## config.mk

```make
export PLATFORM = sky130hd
export DESIGN_NAME = ramp_soak_cycle_setpoint_sequencer_core
export DESIGN_NICKNAME = d
export VERILOG_FILES = /design/src/rtl/rsc_pkg.sv /design/src/rtl/ramp_soak_cycle_setpoint_sequencer_core.sv /design/src/rtl/rsc_regs.sv /design/src/rtl/rsc_front.sv /design/src/rtl/rsc_fifo.sv /design/src/rtl/rsc_back.sv
export SDC_FILE = /design/constraint.sdc
export NUM_CORES = 1
export LEC_CHECK = 0
export BUFFER_PORTS_ARGS = -buffer_cell sky130_fd_sc_hd__buf_2
export CORE_MARGIN = 10
export CORE_UTILIZATION = 58
export DETAILED_ROUTE_END_ITERATION = 10
export PLACE_DENSITY = 0.77
export SYNTH_ARGS = -nofsm -noshare
export SYNTH_HDL_FRONTEND = slang
export SYNTH_HIERARCHICAL = 1
export SYNTH_SLANG_ARGS = --single-unit
```

## constraint.sdc

```tcl
create_clock -name clk_i -period 13.65 [get_ports clk_i]
set_input_delay 2.73 -clock clk_i [delete_from_list [all_inputs] [get_ports clk_i]]
set_output_delay 2.73 -clock clk_i [all_outputs]
set_load 0.005 [all_outputs]
```

## src/rtl/rsc_pkg.sv

```systemverilog
// shared types, widths and reset values for the ramp/soak setpoint sequencer
// no dependencies; imported by every rtl module of the block
package rsc_pkg;

  localparam int unsigned TickWidthDef  = 24;
  localparam int unsigned QueueDepthDef = 2;

  localparam int unsigned CmdW     = 2;
  localparam int unsigned TempW    = 27;
  localparam int unsigned StepW    = 24;
  localparam int unsigned LimW     = 24;
  localparam int unsigned CycTotW  = 8;
  localparam int unsigned CycW     = 9;
  localparam int unsigned PhaseW   = 4;
  localparam int unsigned PtW      = 24;
  localparam int unsigned CfgIdxW  = 3;
  localparam int unsigned CfgDataW = 27;

  typedef enum logic [CmdW-1:0] {
    CMD_TICK  = 2'd0,
    CMD_START = 2'd1,
    CMD_STOP  = 2'd2,
    CMD_SKIP  = 2'd3
  } cmd_e;

  typedef enum logic [PhaseW-1:0] {
    PH_STOPPED     = 4'd0,
    PH_HEAT_INIT   = 4'd1,
    PH_HEAT        = 4'd2,
    PH_SOAK_INIT   = 4'd3,
    PH_SOAK        = 4'd4,
    PH_COOL_INIT   = 4'd5,
    PH_COOL        = 4'd6,
    PH_NEXT_CYCLE  = 4'd7,
    PH_FINISH_INIT = 4'd8,
    PH_FINISHED    = 4'd9
  } phase_e;

  typedef enum logic [CfgIdxW-1:0] {
    REG_RAMP_STEP      = 3'd0,
    REG_TEMP_MAX       = 3'd1,
    REG_TEMP_MIN       = 3'd2,
    REG_SOAK_TICKS     = 3'd3,
    REG_HEAT_TICKS_MAX = 3'd4,
    REG_COOL_TICKS_MAX = 3'd5,
    REG_CYCLE_TOTAL    = 3'd6
  } reg_idx_e;

  typedef struct packed {
    logic        [StepW-1:0]   ramp_step;
    logic signed [TempW-1:0]   temp_max;
    logic signed [TempW-1:0]   temp_min;
    logic        [LimW-1:0]    soak_ticks;
    logic        [LimW-1:0]    heat_ticks_max;
    logic        [LimW-1:0]    cool_ticks_max;
    logic        [CycTotW-1:0] cycle_total;
  } cfg_t;

  // decoded command word as it travels through the queue
  typedef struct packed {
    cmd_e                    op;
    logic signed [TempW-1:0] meas;
    logic                    cold;
  } cmd_t;

  localparam logic        [StepW-1:0]   RampStepRst    = 24'd364;
  localparam logic signed [TempW-1:0]   TempMaxRst     = 27'sd5242880;
  localparam logic signed [TempW-1:0]   TempMinRst     = 27'sd2621440;
  localparam logic        [LimW-1:0]    SoakTicksRst   = 24'd14400;
  localparam logic        [LimW-1:0]    HeatTicksRst   = 24'd21600;
  localparam logic        [LimW-1:0]    CoolTicksRst   = 24'd21600;
  localparam logic        [CycTotW-1:0] CycleTotalRst  = 8'd1;

  localparam logic signed [TempW-1:0]   SetpointMax    = {1'b0, {(TempW-1){1'b1}}};
  localparam logic        [CycW-1:0]    CycleMax       = {CycW{1'b1}};

endpackage

```

## src/rtl/ramp_soak_cycle_setpoint_sequencer_core.sv

```systemverilog
// a command passes the queue, then the state registers once the result slot is free
// throughput: one command per cycle while each result is popped as it appears
// the two-entry command queue lets push continue while a result waits to be popped
// reset: phase stopped, setpoint, tick count and cycle cleared, registers at defaults
// depends on rsc_pkg, rsc_regs, rsc_front, rsc_fifo, rsc_back
module ramp_soak_cycle_setpoint_sequencer_core import rsc_pkg::*; #(
  parameter int unsigned TickWidth  = TickWidthDef,
  parameter int unsigned QueueDepth = QueueDepthDef
) (
  input  logic                    clk_i,
  input  logic                    rst_ni,
  input  logic                    push,
  output logic                    full,
  input  logic [CmdW-1:0]         cmd_i,
  input  logic signed [TempW-1:0] measured_temp_i,
  output logic                    empty,
  input  logic                    pop,
  output logic signed [TempW-1:0] setpoint_o,
  output logic [PhaseW-1:0]       phase_o,
  output logic [CycW-1:0]         cycle_number_o,
  output logic [PtW-1:0]          phase_ticks_o,
  input  logic                    cfg_we_i,
  input  logic [CfgIdxW-1:0]      cfg_idx_i,
  input  logic [CfgDataW-1:0]     cfg_data_i
);

  cfg_t cfg;
  cmd_t q_wr_data, q_rd_data;
  logic q_wr, q_rd, q_empty, q_full;

  rsc_regs u_regs (
    .clk_i      (clk_i),
    .rst_ni     (rst_ni),
    .cfg_we_i   (cfg_we_i),
    .cfg_idx_i  (cfg_idx_i),
    .cfg_data_i (cfg_data_i),
    .cfg_o      (cfg)
  );

  rsc_front u_front (
    .push            (push),
    .full            (full),
    .cmd_i           (cmd_i),
    .measured_temp_i (measured_temp_i),
    .temp_min_i      (cfg.temp_min),
    .q_full_i        (q_full),
    .q_wr_o          (q_wr),
    .q_data_o        (q_wr_data)
  );

  rsc_fifo #(
    .Depth (QueueDepth)
  ) u_fifo (
    .clk_i     (clk_i),
    .rst_ni    (rst_ni),
    .wr_i      (q_wr),
    .wr_data_i (q_wr_data),
    .rd_i      (q_rd),
    .rd_data_o (q_rd_data),
    .empty_o   (q_empty),
    .full_o    (q_full)
  );

  rsc_back #(
    .TickWidth (TickWidth)
  ) u_back (
    .clk_i          (clk_i),
    .rst_ni         (rst_ni),
    .cfg_i          (cfg),
    .q_empty_i      (q_empty),
    .q_data_i       (q_rd_data),
    .q_rd_o         (q_rd),
    .empty          (empty),
    .pop            (pop),
    .setpoint_o     (setpoint_o),
    .phase_o        (phase_o),
    .cycle_number_o (cycle_number_o),
    .phase_ticks_o  (phase_ticks_o)
  );

endmodule

```

## src/rtl/rsc_regs.sv

```systemverilog
// configuration register file of the setpoint sequencer
// depends on rsc_pkg
module rsc_regs import rsc_pkg::*; (
  input  logic                clk_i,
  input  logic                rst_ni,
  input  logic                cfg_we_i,
  input  logic [CfgIdxW-1:0]  cfg_idx_i,
  input  logic [CfgDataW-1:0] cfg_data_i,
  output cfg_t                cfg_o
);

  cfg_t cfg_q, cfg_d;

  always_comb begin
    cfg_d = cfg_q;
    if (cfg_we_i) begin
      case (reg_idx_e'(cfg_idx_i))
        REG_RAMP_STEP:      cfg_d.ramp_step      = cfg_data_i[StepW-1:0];
        REG_TEMP_MAX:       cfg_d.temp_max       = $signed(cfg_data_i[TempW-1:0]);
        REG_TEMP_MIN:       cfg_d.temp_min       = $signed(cfg_data_i[TempW-1:0]);
        REG_SOAK_TICKS:     cfg_d.soak_ticks     = cfg_data_i[LimW-1:0];
        REG_HEAT_TICKS_MAX: cfg_d.heat_ticks_max = cfg_data_i[LimW-1:0];
        REG_COOL_TICKS_MAX: cfg_d.cool_ticks_max = cfg_data_i[LimW-1:0];
        REG_CYCLE_TOTAL:    cfg_d.cycle_total    = cfg_data_i[CycTotW-1:0];
        default: ;
      endcase
    end
  end

  always_ff @(posedge clk_i or negedge rst_ni) begin
    if (!rst_ni) begin
      cfg_q.ramp_step      <= RampStepRst;
      cfg_q.temp_max       <= TempMaxRst;
      cfg_q.temp_min       <= TempMinRst;
      cfg_q.soak_ticks     <= SoakTicksRst;
      cfg_q.heat_ticks_max <= HeatTicksRst;
      cfg_q.cool_ticks_max <= CoolTicksRst;
      cfg_q.cycle_total    <= CycleTotalRst;
    end else begin
      cfg_q <= cfg_d;
    end
  end

  assign cfg_o = cfg_q;

endmodule

```

## src/rtl/rsc_front.sv

```systemverilog
// front end: accepts commands, decodes them and flags a cold chamber
// depends on rsc_pkg; feeds the command queue
module rsc_front import rsc_pkg::*; (
  input  logic                    push,
  output logic                    full,
  input  logic [CmdW-1:0]         cmd_i,
  input  logic signed [TempW-1:0] measured_temp_i,
  input  logic signed [TempW-1:0] temp_min_i,
  input  logic                    q_full_i,
  output logic                    q_wr_o,
  output cmd_t                    q_data_o
);

  assign full   = q_full_i;
  assign q_wr_o = push && !q_full_i;

  // the cooling exit compare is done here so the back end stays shallow
  always_comb begin
    q_data_o.op   = cmd_e'(cmd_i);
    q_data_o.meas = measured_temp_i;
    q_data_o.cold = measured_temp_i < temp_min_i;
  end

endmodule

```

## src/rtl/rsc_fifo.sv

```systemverilog
// short queue of decoded commands between front and back end
// depends on rsc_pkg
module rsc_fifo import rsc_pkg::*; #(
  parameter int unsigned Depth = QueueDepthDef
) (
  input  logic clk_i,
  input  logic rst_ni,
  input  logic wr_i,
  input  cmd_t wr_data_i,
  input  logic rd_i,
  output cmd_t rd_data_o,
  output logic empty_o,
  output logic full_o
);

  localparam int unsigned PtrW = (Depth > 1) ? $clog2(Depth) : 1;
  localparam int unsigned CntW = $clog2(Depth + 1);

  cmd_t            mem_q [Depth];
  logic [PtrW-1:0] wr_ptr_q, wr_ptr_d, rd_ptr_q, rd_ptr_d;
  logic [CntW-1:0] cnt_q, cnt_d;
  logic            do_wr, do_rd;

  assign empty_o = (cnt_q == '0);
  assign full_o  = (cnt_q == CntW'(Depth));
  assign do_wr   = wr_i && !full_o;
  assign do_rd   = rd_i && !empty_o;

  assign rd_data_o = mem_q[rd_ptr_q];

  always_comb begin
    wr_ptr_d = wr_ptr_q;
    rd_ptr_d = rd_ptr_q;
    cnt_d    = cnt_q;
    if (do_wr) begin
      wr_ptr_d = (wr_ptr_q == PtrW'(Depth - 1)) ? '0 : wr_ptr_q + 1'b1;
    end
    if (do_rd) begin
      rd_ptr_d = (rd_ptr_q == PtrW'(Depth - 1)) ? '0 : rd_ptr_q + 1'b1;
    end
    if (do_wr && !do_rd) begin
      cnt_d = cnt_q + 1'b1;
    end else if (do_rd && !do_wr) begin
      cnt_d = cnt_q - 1'b1;
    end
  end

  always_ff @(posedge clk_i or negedge rst_ni) begin
    if (!rst_ni) begin
      wr_ptr_q <= '0;
      rd_ptr_q <= '0;
      cnt_q    <= '0;
    end else begin
      wr_ptr_q <= wr_ptr_d;
      rd_ptr_q <= rd_ptr_d;
      cnt_q    <= cnt_d;
    end
  end

  always_ff @(posedge clk_i) begin
    if (do_wr) begin
      mem_q[wr_ptr_q] <= wr_data_i;
    end
  end

endmodule

```

## src/rtl/rsc_back.sv

```systemverilog
// back end: phase state, one command step per cycle unless stalled
// depends on rsc_pkg; state registers double as the result word
module rsc_back import rsc_pkg::*; #(
  parameter int unsigned TickWidth = TickWidthDef
) (
  input  logic                    clk_i,
  input  logic                    rst_ni,
  input  cfg_t                    cfg_i,
  input  logic                    q_empty_i,
  input  cmd_t                    q_data_i,
  output logic                    q_rd_o,
  output logic                    empty,
  input  logic                    pop,
  output logic signed [TempW-1:0] setpoint_o,
  output logic [PhaseW-1:0]       phase_o,
  output logic [CycW-1:0]         cycle_number_o,
  output logic [PtW-1:0]          phase_ticks_o
);

  localparam int unsigned CmpW = (TickWidth > LimW) ? TickWidth : LimW;

  phase_e                  phase_q, phase_d;
  logic signed [TempW-1:0] setpoint_q, setpoint_d;
  logic [TickWidth-1:0]    elapsed_q, elapsed_d;
  logic [CycW-1:0]         cycle_q, cycle_d;
  logic                    out_valid_q, out_valid_d;

  logic                    take;
  logic [TickWidth-1:0]    elapsed_inc;
  logic signed [TempW:0]   ramp_sum;
  logic signed [TempW-1:0] ramp_sp;
  logic [CycW-1:0]         cycle_inc;
  logic                    heat_done, soak_done, cool_done;

  // a word is taken whenever the result slot is free or being drained
  assign take   = !q_empty_i && (!out_valid_q || pop);
  assign q_rd_o = take;

  assign elapsed_inc = (elapsed_q == '1) ? elapsed_q : elapsed_q + 1'b1;
  assign cycle_inc   = (cycle_q == CycleMax) ? cycle_q : cycle_q + 1'b1;

  assign ramp_sum = $signed({setpoint_q[TempW-1], setpoint_q})
                  + $signed({{(TempW + 1 - StepW){1'b0}}, cfg_i.ramp_step});
  // only positive overflow is possible when adding an unsigned step
  assign ramp_sp  = (ramp_sum[TempW:TempW-1] == 2'b01) ? SetpointMax
                                                       : ramp_sum[TempW-1:0];

  assign heat_done = (ramp_sp >= cfg_i.temp_max)
                  || (CmpW'(elapsed_inc) > CmpW'(cfg_i.heat_ticks_max));
  assign soak_done = CmpW'(elapsed_inc) > CmpW'(cfg_i.soak_ticks);
  assign cool_done = (CmpW'(elapsed_inc) > CmpW'(cfg_i.cool_ticks_max)) || q_data_i.cold;

  always_comb begin
    phase_d    = phase_q;
    setpoint_d = setpoint_q;
    elapsed_d  = elapsed_q;
    cycle_d    = cycle_q;
    if (take) begin
      case (q_data_i.op)
        CMD_TICK: begin
          elapsed_d = elapsed_inc;
          case (phase_q)
            PH_HEAT_INIT: begin
              setpoint_d = q_data_i.meas;
              elapsed_d  = '0;
              phase_d    = PH_HEAT;
            end
            PH_HEAT: begin
              setpoint_d = ramp_sp;
              if (heat_done) phase_d = PH_SOAK_INIT;
            end
            PH_SOAK_INIT: begin
              elapsed_d = '0;
              phase_d   = PH_SOAK;
            end
            PH_SOAK: begin
              setpoint_d = cfg_i.temp_max;
              if (soak_done) phase_d = PH_COOL_INIT;
            end
            PH_COOL_INIT: begin
              setpoint_d = '0;
              elapsed_d  = '0;
              phase_d    = PH_COOL;
            end
            PH_COOL: begin
              setpoint_d = '0;
              if (cool_done) phase_d = PH_NEXT_CYCLE;
            end
            PH_NEXT_CYCLE: begin
              cycle_d = cycle_inc;
              phase_d = (cycle_inc > {1'b0, cfg_i.cycle_total}) ? PH_FINISH_INIT
                                                                : PH_HEAT_INIT;
            end
            PH_FINISH_INIT: begin
              setpoint_d = '0;
              phase_d    = PH_FINISHED;
            end
            PH_STOPPED, PH_FINISHED: begin
              setpoint_d = '0;
              elapsed_d  = '0;
              cycle_d    = '0;
            end
            default: begin
              // unused codes fall back to stopped
              phase_d    = PH_STOPPED;
              setpoint_d = '0;
              elapsed_d  = '0;
              cycle_d    = '0;
            end
          endcase
        end
        CMD_START: begin
          if (phase_q inside {PH_STOPPED, PH_FINISHED}) begin
            phase_d = PH_HEAT_INIT;
            cycle_d = CycW'(1);
          end
        end
        CMD_STOP: begin
          phase_d    = PH_STOPPED;
          cycle_d    = '0;
          setpoint_d = '0;
        end
        CMD_SKIP: begin
          if (phase_q inside {PH_HEAT, PH_SOAK, PH_COOL}) begin
            phase_d = phase_e'(phase_q + 1'b1);
          end
        end
        default: ;
      endcase
    end
  end

  always_comb begin
    out_valid_d = out_valid_q;
    if (take) begin
      out_valid_d = 1'b1;
    end else if (pop) begin
      out_valid_d = 1'b0;
    end
  end

  always_ff @(posedge clk_i or negedge rst_ni) begin
    if (!rst_ni) begin
      phase_q     <= PH_STOPPED;
      setpoint_q  <= '0;
      elapsed_q   <= '0;
      cycle_q     <= '0;
      out_valid_q <= 1'b0;
    end else begin
      phase_q     <= phase_d;
      setpoint_q  <= setpoint_d;
      elapsed_q   <= elapsed_d;
      cycle_q     <= cycle_d;
      out_valid_q <= out_valid_d;
    end
  end

  assign empty          = !out_valid_q;
  assign setpoint_o     = setpoint_q;
  assign phase_o        = phase_q;
  assign cycle_number_o = cycle_q;
  assign phase_ticks_o  = PtW'(elapsed_q);

  a_cool_zero: assert property (@(posedge clk_i) disable iff (!rst_ni)
    phase_q == PH_COOL |-> setpoint_q == '0)
    else $error("setpoint not zero while cooling");

  a_stopped_clear: assert property (@(posedge clk_i) disable iff (!rst_ni)
    phase_q == PH_STOPPED |-> (setpoint_q == '0 && cycle_q == '0))
    else $error("stopped with live setpoint or cycle");

  a_hold_result: assert property (@(posedge clk_i) disable iff (!rst_ni)
    out_valid_q && !pop |=> $stable(setpoint_q) && $stable(phase_q)
                            && $stable(elapsed_q) && $stable(cycle_q))
    else $error("state moved under a pending result");

endmodule

```

==> run summary <==
The run finished with clean final reports. Clock net sink count: 287. The number of enable-type register cells in the synthesized netlist is 60, and the via count of the first global-routing pass is 13200. The logs give 3 for the maximum count of clock buffers along a single path and 3.25% for the met3 global-route usage. Summed over all cells, the static leakage comes to 9.48 nW. The cell area that synthesis handed to floorplanning was 17800 um2.

The pin count of the biggest net entering global routing is 105, and the number of synthesized register bits is 287. In this run, post-CTS hold repair placed 0 buffers. Buffers inserted during clock tree synthesis total 31.

The run gives 0 as the hold violation total from the final report. After synthesis, flip-flops and latches occupy 42.3% of the total area. The first global-routing pass estimated 73300 um of wire. The worst setup path is of the register to register kind. The horizontal die dimension is 195 um, and the count of nets left with antenna violations after detail routing is 0. Of all flip-flops after synthesis, the portion carrying an async set or reset was 79.1%.

The switching share of total power is 37.5%, and the initial antenna violation count is 1. The commonest cells after synthesis are dfrtp_1, ha_1, inv_1. Placed wire-length estimate: 34100 um. The path class of the tightest hold or removal check is register to register. The tools report the power spent charging and discharging nets as 1.34 mW.

The startpoint identified for the worst register-to-register timing path is u_back/setpoint_o[0]$_DFFE_PN0P_. A synthesized cell averages 10.6 um2. The chip height is 195 um. The post-layout minimum cycle time was 5.42 ns; the final RePlAce weighted congestion was 0.963. The main flop type after synthesis is dfrtp_1. met2 is the most crowded layer. For met2 alone, demand over resource in global routing was 38.8%. Once the clock tree was built, the resizer swapped 0 gates to a different size.

Setup repair after global routing left no endpoint under its margin. The pin slew with the least headroom to its limit came out at 1.11 ns. In this run the clock root is driven by a clkbuf_16. TritonCTS built the clock tree. Counting every net in the synthesized netlist gives 1904. For this design the top-level I/O count stands at 130. The clock reaches the later pin of the worst-skew pair after 0.57 ns. Wires add up to 46600 um.

The buffers inserted during post-CTS setup optimization is 0, and the power density over the cells is 183 nW/um2. Of the available clock period, the critical path in the final layout requires 39.7%. The share of total power in combinational logic was 41.9%; the detail-routed via count per cell was 6.11. The endpoint class of the critical path is a register. The logs give 13300 for the number of vias in the routed layout and 1991 for the post-layout net count. Remaining design rule violation count: 0. The number of iterations in the first detailed-routing pass is 6, and the setup TNS after final layout is 0 ns. Summing internal, switching and leakage power gives 3.58 mW.

Synthesis instantiated 80 different standard cells from the library. The most critical setup path has its startpoint at u_back/setpoint_o[0]$_DFFE_PN0P_. Placeable core region: 30400 um2.

The routed wirelength normalized by instance count was 21.4 um. The logs give 1055 for the number of DRC markers in iteration 0 and 23.8% for the relative contribution of the clock network to total power. After technology mapping, the gate count stands at 1670.

The final max-slew violation count came out at 0. After clock tree synthesis, the clock-pin slew on the worst setup and hold paths is 0.06 ns. The fraction of layout instances using a drive strength above 1 works out to 21.9%.

The worst endpoint required time is 14.10 ns. The tool flagged a number of max-cap violations equal to 0. The overflow left after global routing was 0; the total number of yosys warnings was 6.

Sorting the synthesized cells by area gives the leading types as dfrtp_1, ha_1, edfxtp_1. The kind of launch point of the worst setup path was a register. The maximum fanout along the worst path works out to 27. The deepest level of the CTS H-tree is 1.

Global routing consumed, over all layers together, 23.6% of the routing resources. The internal power component was 2.24 mW. The startpoint of the worst hold path is u_fifo/rd_ptr_q$_DFFE_PN0P_. For the global-route met1 utilization, the log shows 31.4%. On the final layout, the worst clock skew is 0.0182 ns.

Registers are responsible for 34.3% of the overall power. The area growth from synthesis to final layout came out at 10.1%. After synthesis, the largest area contributor takes up 28.6% of total cell area. Static timing analysis puts the maximum clock frequency at 0.185 GHz.

The floorplan step defined a die boundary enclosing 38000 um2. After floorplanning, the core was divided into 64 placement rows. The most common cell in the synthesized netlist is dfrtp_1. The cell type with the largest total area after synthesis was dfrtp_1. For the starting density of the core, the log shows 58.4%.

In this run the tool buffered the top-level ports with 129 buffer cells. Measured against its own limit, the worst slew margin works out to 25.4%. Setup violations remaining at the end of the flow were counted as 0. The worst-case IR drop observed on VDD is 0.207 mV. The tools report the endpoint arrival time on the critical path as 5.86 ns.
[logic make-up (layout without fill, tap and decap cells)]
group | count (synthesis) | after routing | synth area share [%]
compound gates | 356 | 356 | 13.2
other cells | 0 | 1 | 0
simple gates | 367 | 367 | 10.6
fa+ha+maj | 170 | 170 | 12.0
flops | 287 | 287 | 42.3
xor+xnor | 54 | 54 | 2.66
mux | 193 | 193 | 12.8
buf+inv | 243 | 353 | 6.38
[worst max-delay path: stages (launching register included)]
cell	delay (ns)
dfrtp_1	0.37
ha_1	0.21
inv_1	0.07
fa_1	0.41
nor2b_1	0.21
o21a_1	0.18
o21a_1	0.25
o2111ai_1	0.22
and4_1	0.24
o311ai_2	0.27
buf_4	0.35
a21bo_2	0.26
ha_1	0.32
a21oi_1	0.16
o21ai_0	0.13
a211o_1	0.28
a31oi_1	0.26
a21oi_1	0.10
o211a_1	0.27
or3_1	0.43
mux2_2	0.29
[power groups by stage]
stage,clock network [mW],registers (mW),logic [mW]
global placement,0,1.23,1.42
floorplan,0,1.20,1.08
detailed placement,0,1.24,1.46
finish,0.854,1.23,1.50
CTS,0.869,1.23,1.49
global route,0.900,1.25,1.65
[cell type report]
cell class | instances | area (um2)
Tap cell | 396 | 495
Timing Repair Buffer | 144 | 768
Antenna cell | 1 | 2.50
Multi-Input combinational cell | 1140 | 9180
Sequential cell | 287 | 7510
Inverter | 153 | 574
Clock buffer | 46 | 872
Fill cell | 2461 | 10900
Clock inverter | 10 | 148
[layer usage]
layer	vias to the layer above	wire [um]
met5	-	0
met1	6532	20400
met4	0	1650
li1	6171	-
met3	94	3080
met2	499	21500
[flip-flops by register name, summed over array words and instances, names as in the netlist]
signal and count:
u_back/phase_o 4, u_back/cycle_number_o 9, u_back/out_valid_q 1, u_back/setpoint_o 27, u_fifo/mem_q 60, u_fifo/wr_ptr_q 1
u_fifo/rd_ptr_q 1, u_fifo/cnt_q 2, u_regs/cfg_o 158, u_back/phase_ticks_o 24
[per-stage QoR]
stage | util, % | std cells | hold slack (ns) | setup WS, ns | cell area, um2
finish | 64.3 | 2177 | 0.470 | 8.23 | 19600
detailed placement | 60.9 | 2120 | 0.461 | 8.09 | 18500
global placement | 60.9 | 2120 | 0.457 | 8.22 | 18500
global route | 64.3 | 2177 | 0.490 | 7.93 | 19600
CTS | 64.3 | 2176 | 0.471 | 8.29 | 19600
floorplan | - | 1670 | 0.458 | 8.95 | 17800
[worst paths after layout]
path	cells past startpoint	end	slack [ns]
max	20	u_back/phase_o[1]$_DFFE_PN0P_	8.23
min	1	u_fifo/rd_ptr_q$_DFFE_PN0P_	0.47
max reg2reg	20	u_back/phase_o[1]$_DFFE_PN0P_	8.23
min reg2reg	1	u_fifo/rd_ptr_q$_DFFE_PN0P_	0.47
max in group asynchronous	2	u_fifo/rd_ptr_q$_DFFE_PN0P_	10.00
min in group asynchronous	1	u_back/phase_ticks_o[17]$_DFFE_PN0P_	2.22
[cells in the final DEF (no fill, tap or decap), drive strengths merged, types with 5 or more instances in the layout]
cell and instances:
buf 144, o21ai 83, edfxtp 60, clkinv 6
inv 153, and2 8, a31oi 9, a22oi 31
and4 6, a211oi 7, nand4b 5, a21o 34
nand2 115, or3 8, nand2b 12, nand4 39
dfstp 24, nand3 37, dfrtp 203, nor2b 19
a21oi 82, mux2 192, ha 169, nor2 65
a22o 21, and3 14, clkbuf 46, xor2 20
xnor2 34, o21a 19, o31ai 17, o211ai 13
nor3 22
Note: power is estimated with default switching activity, not from simulation.
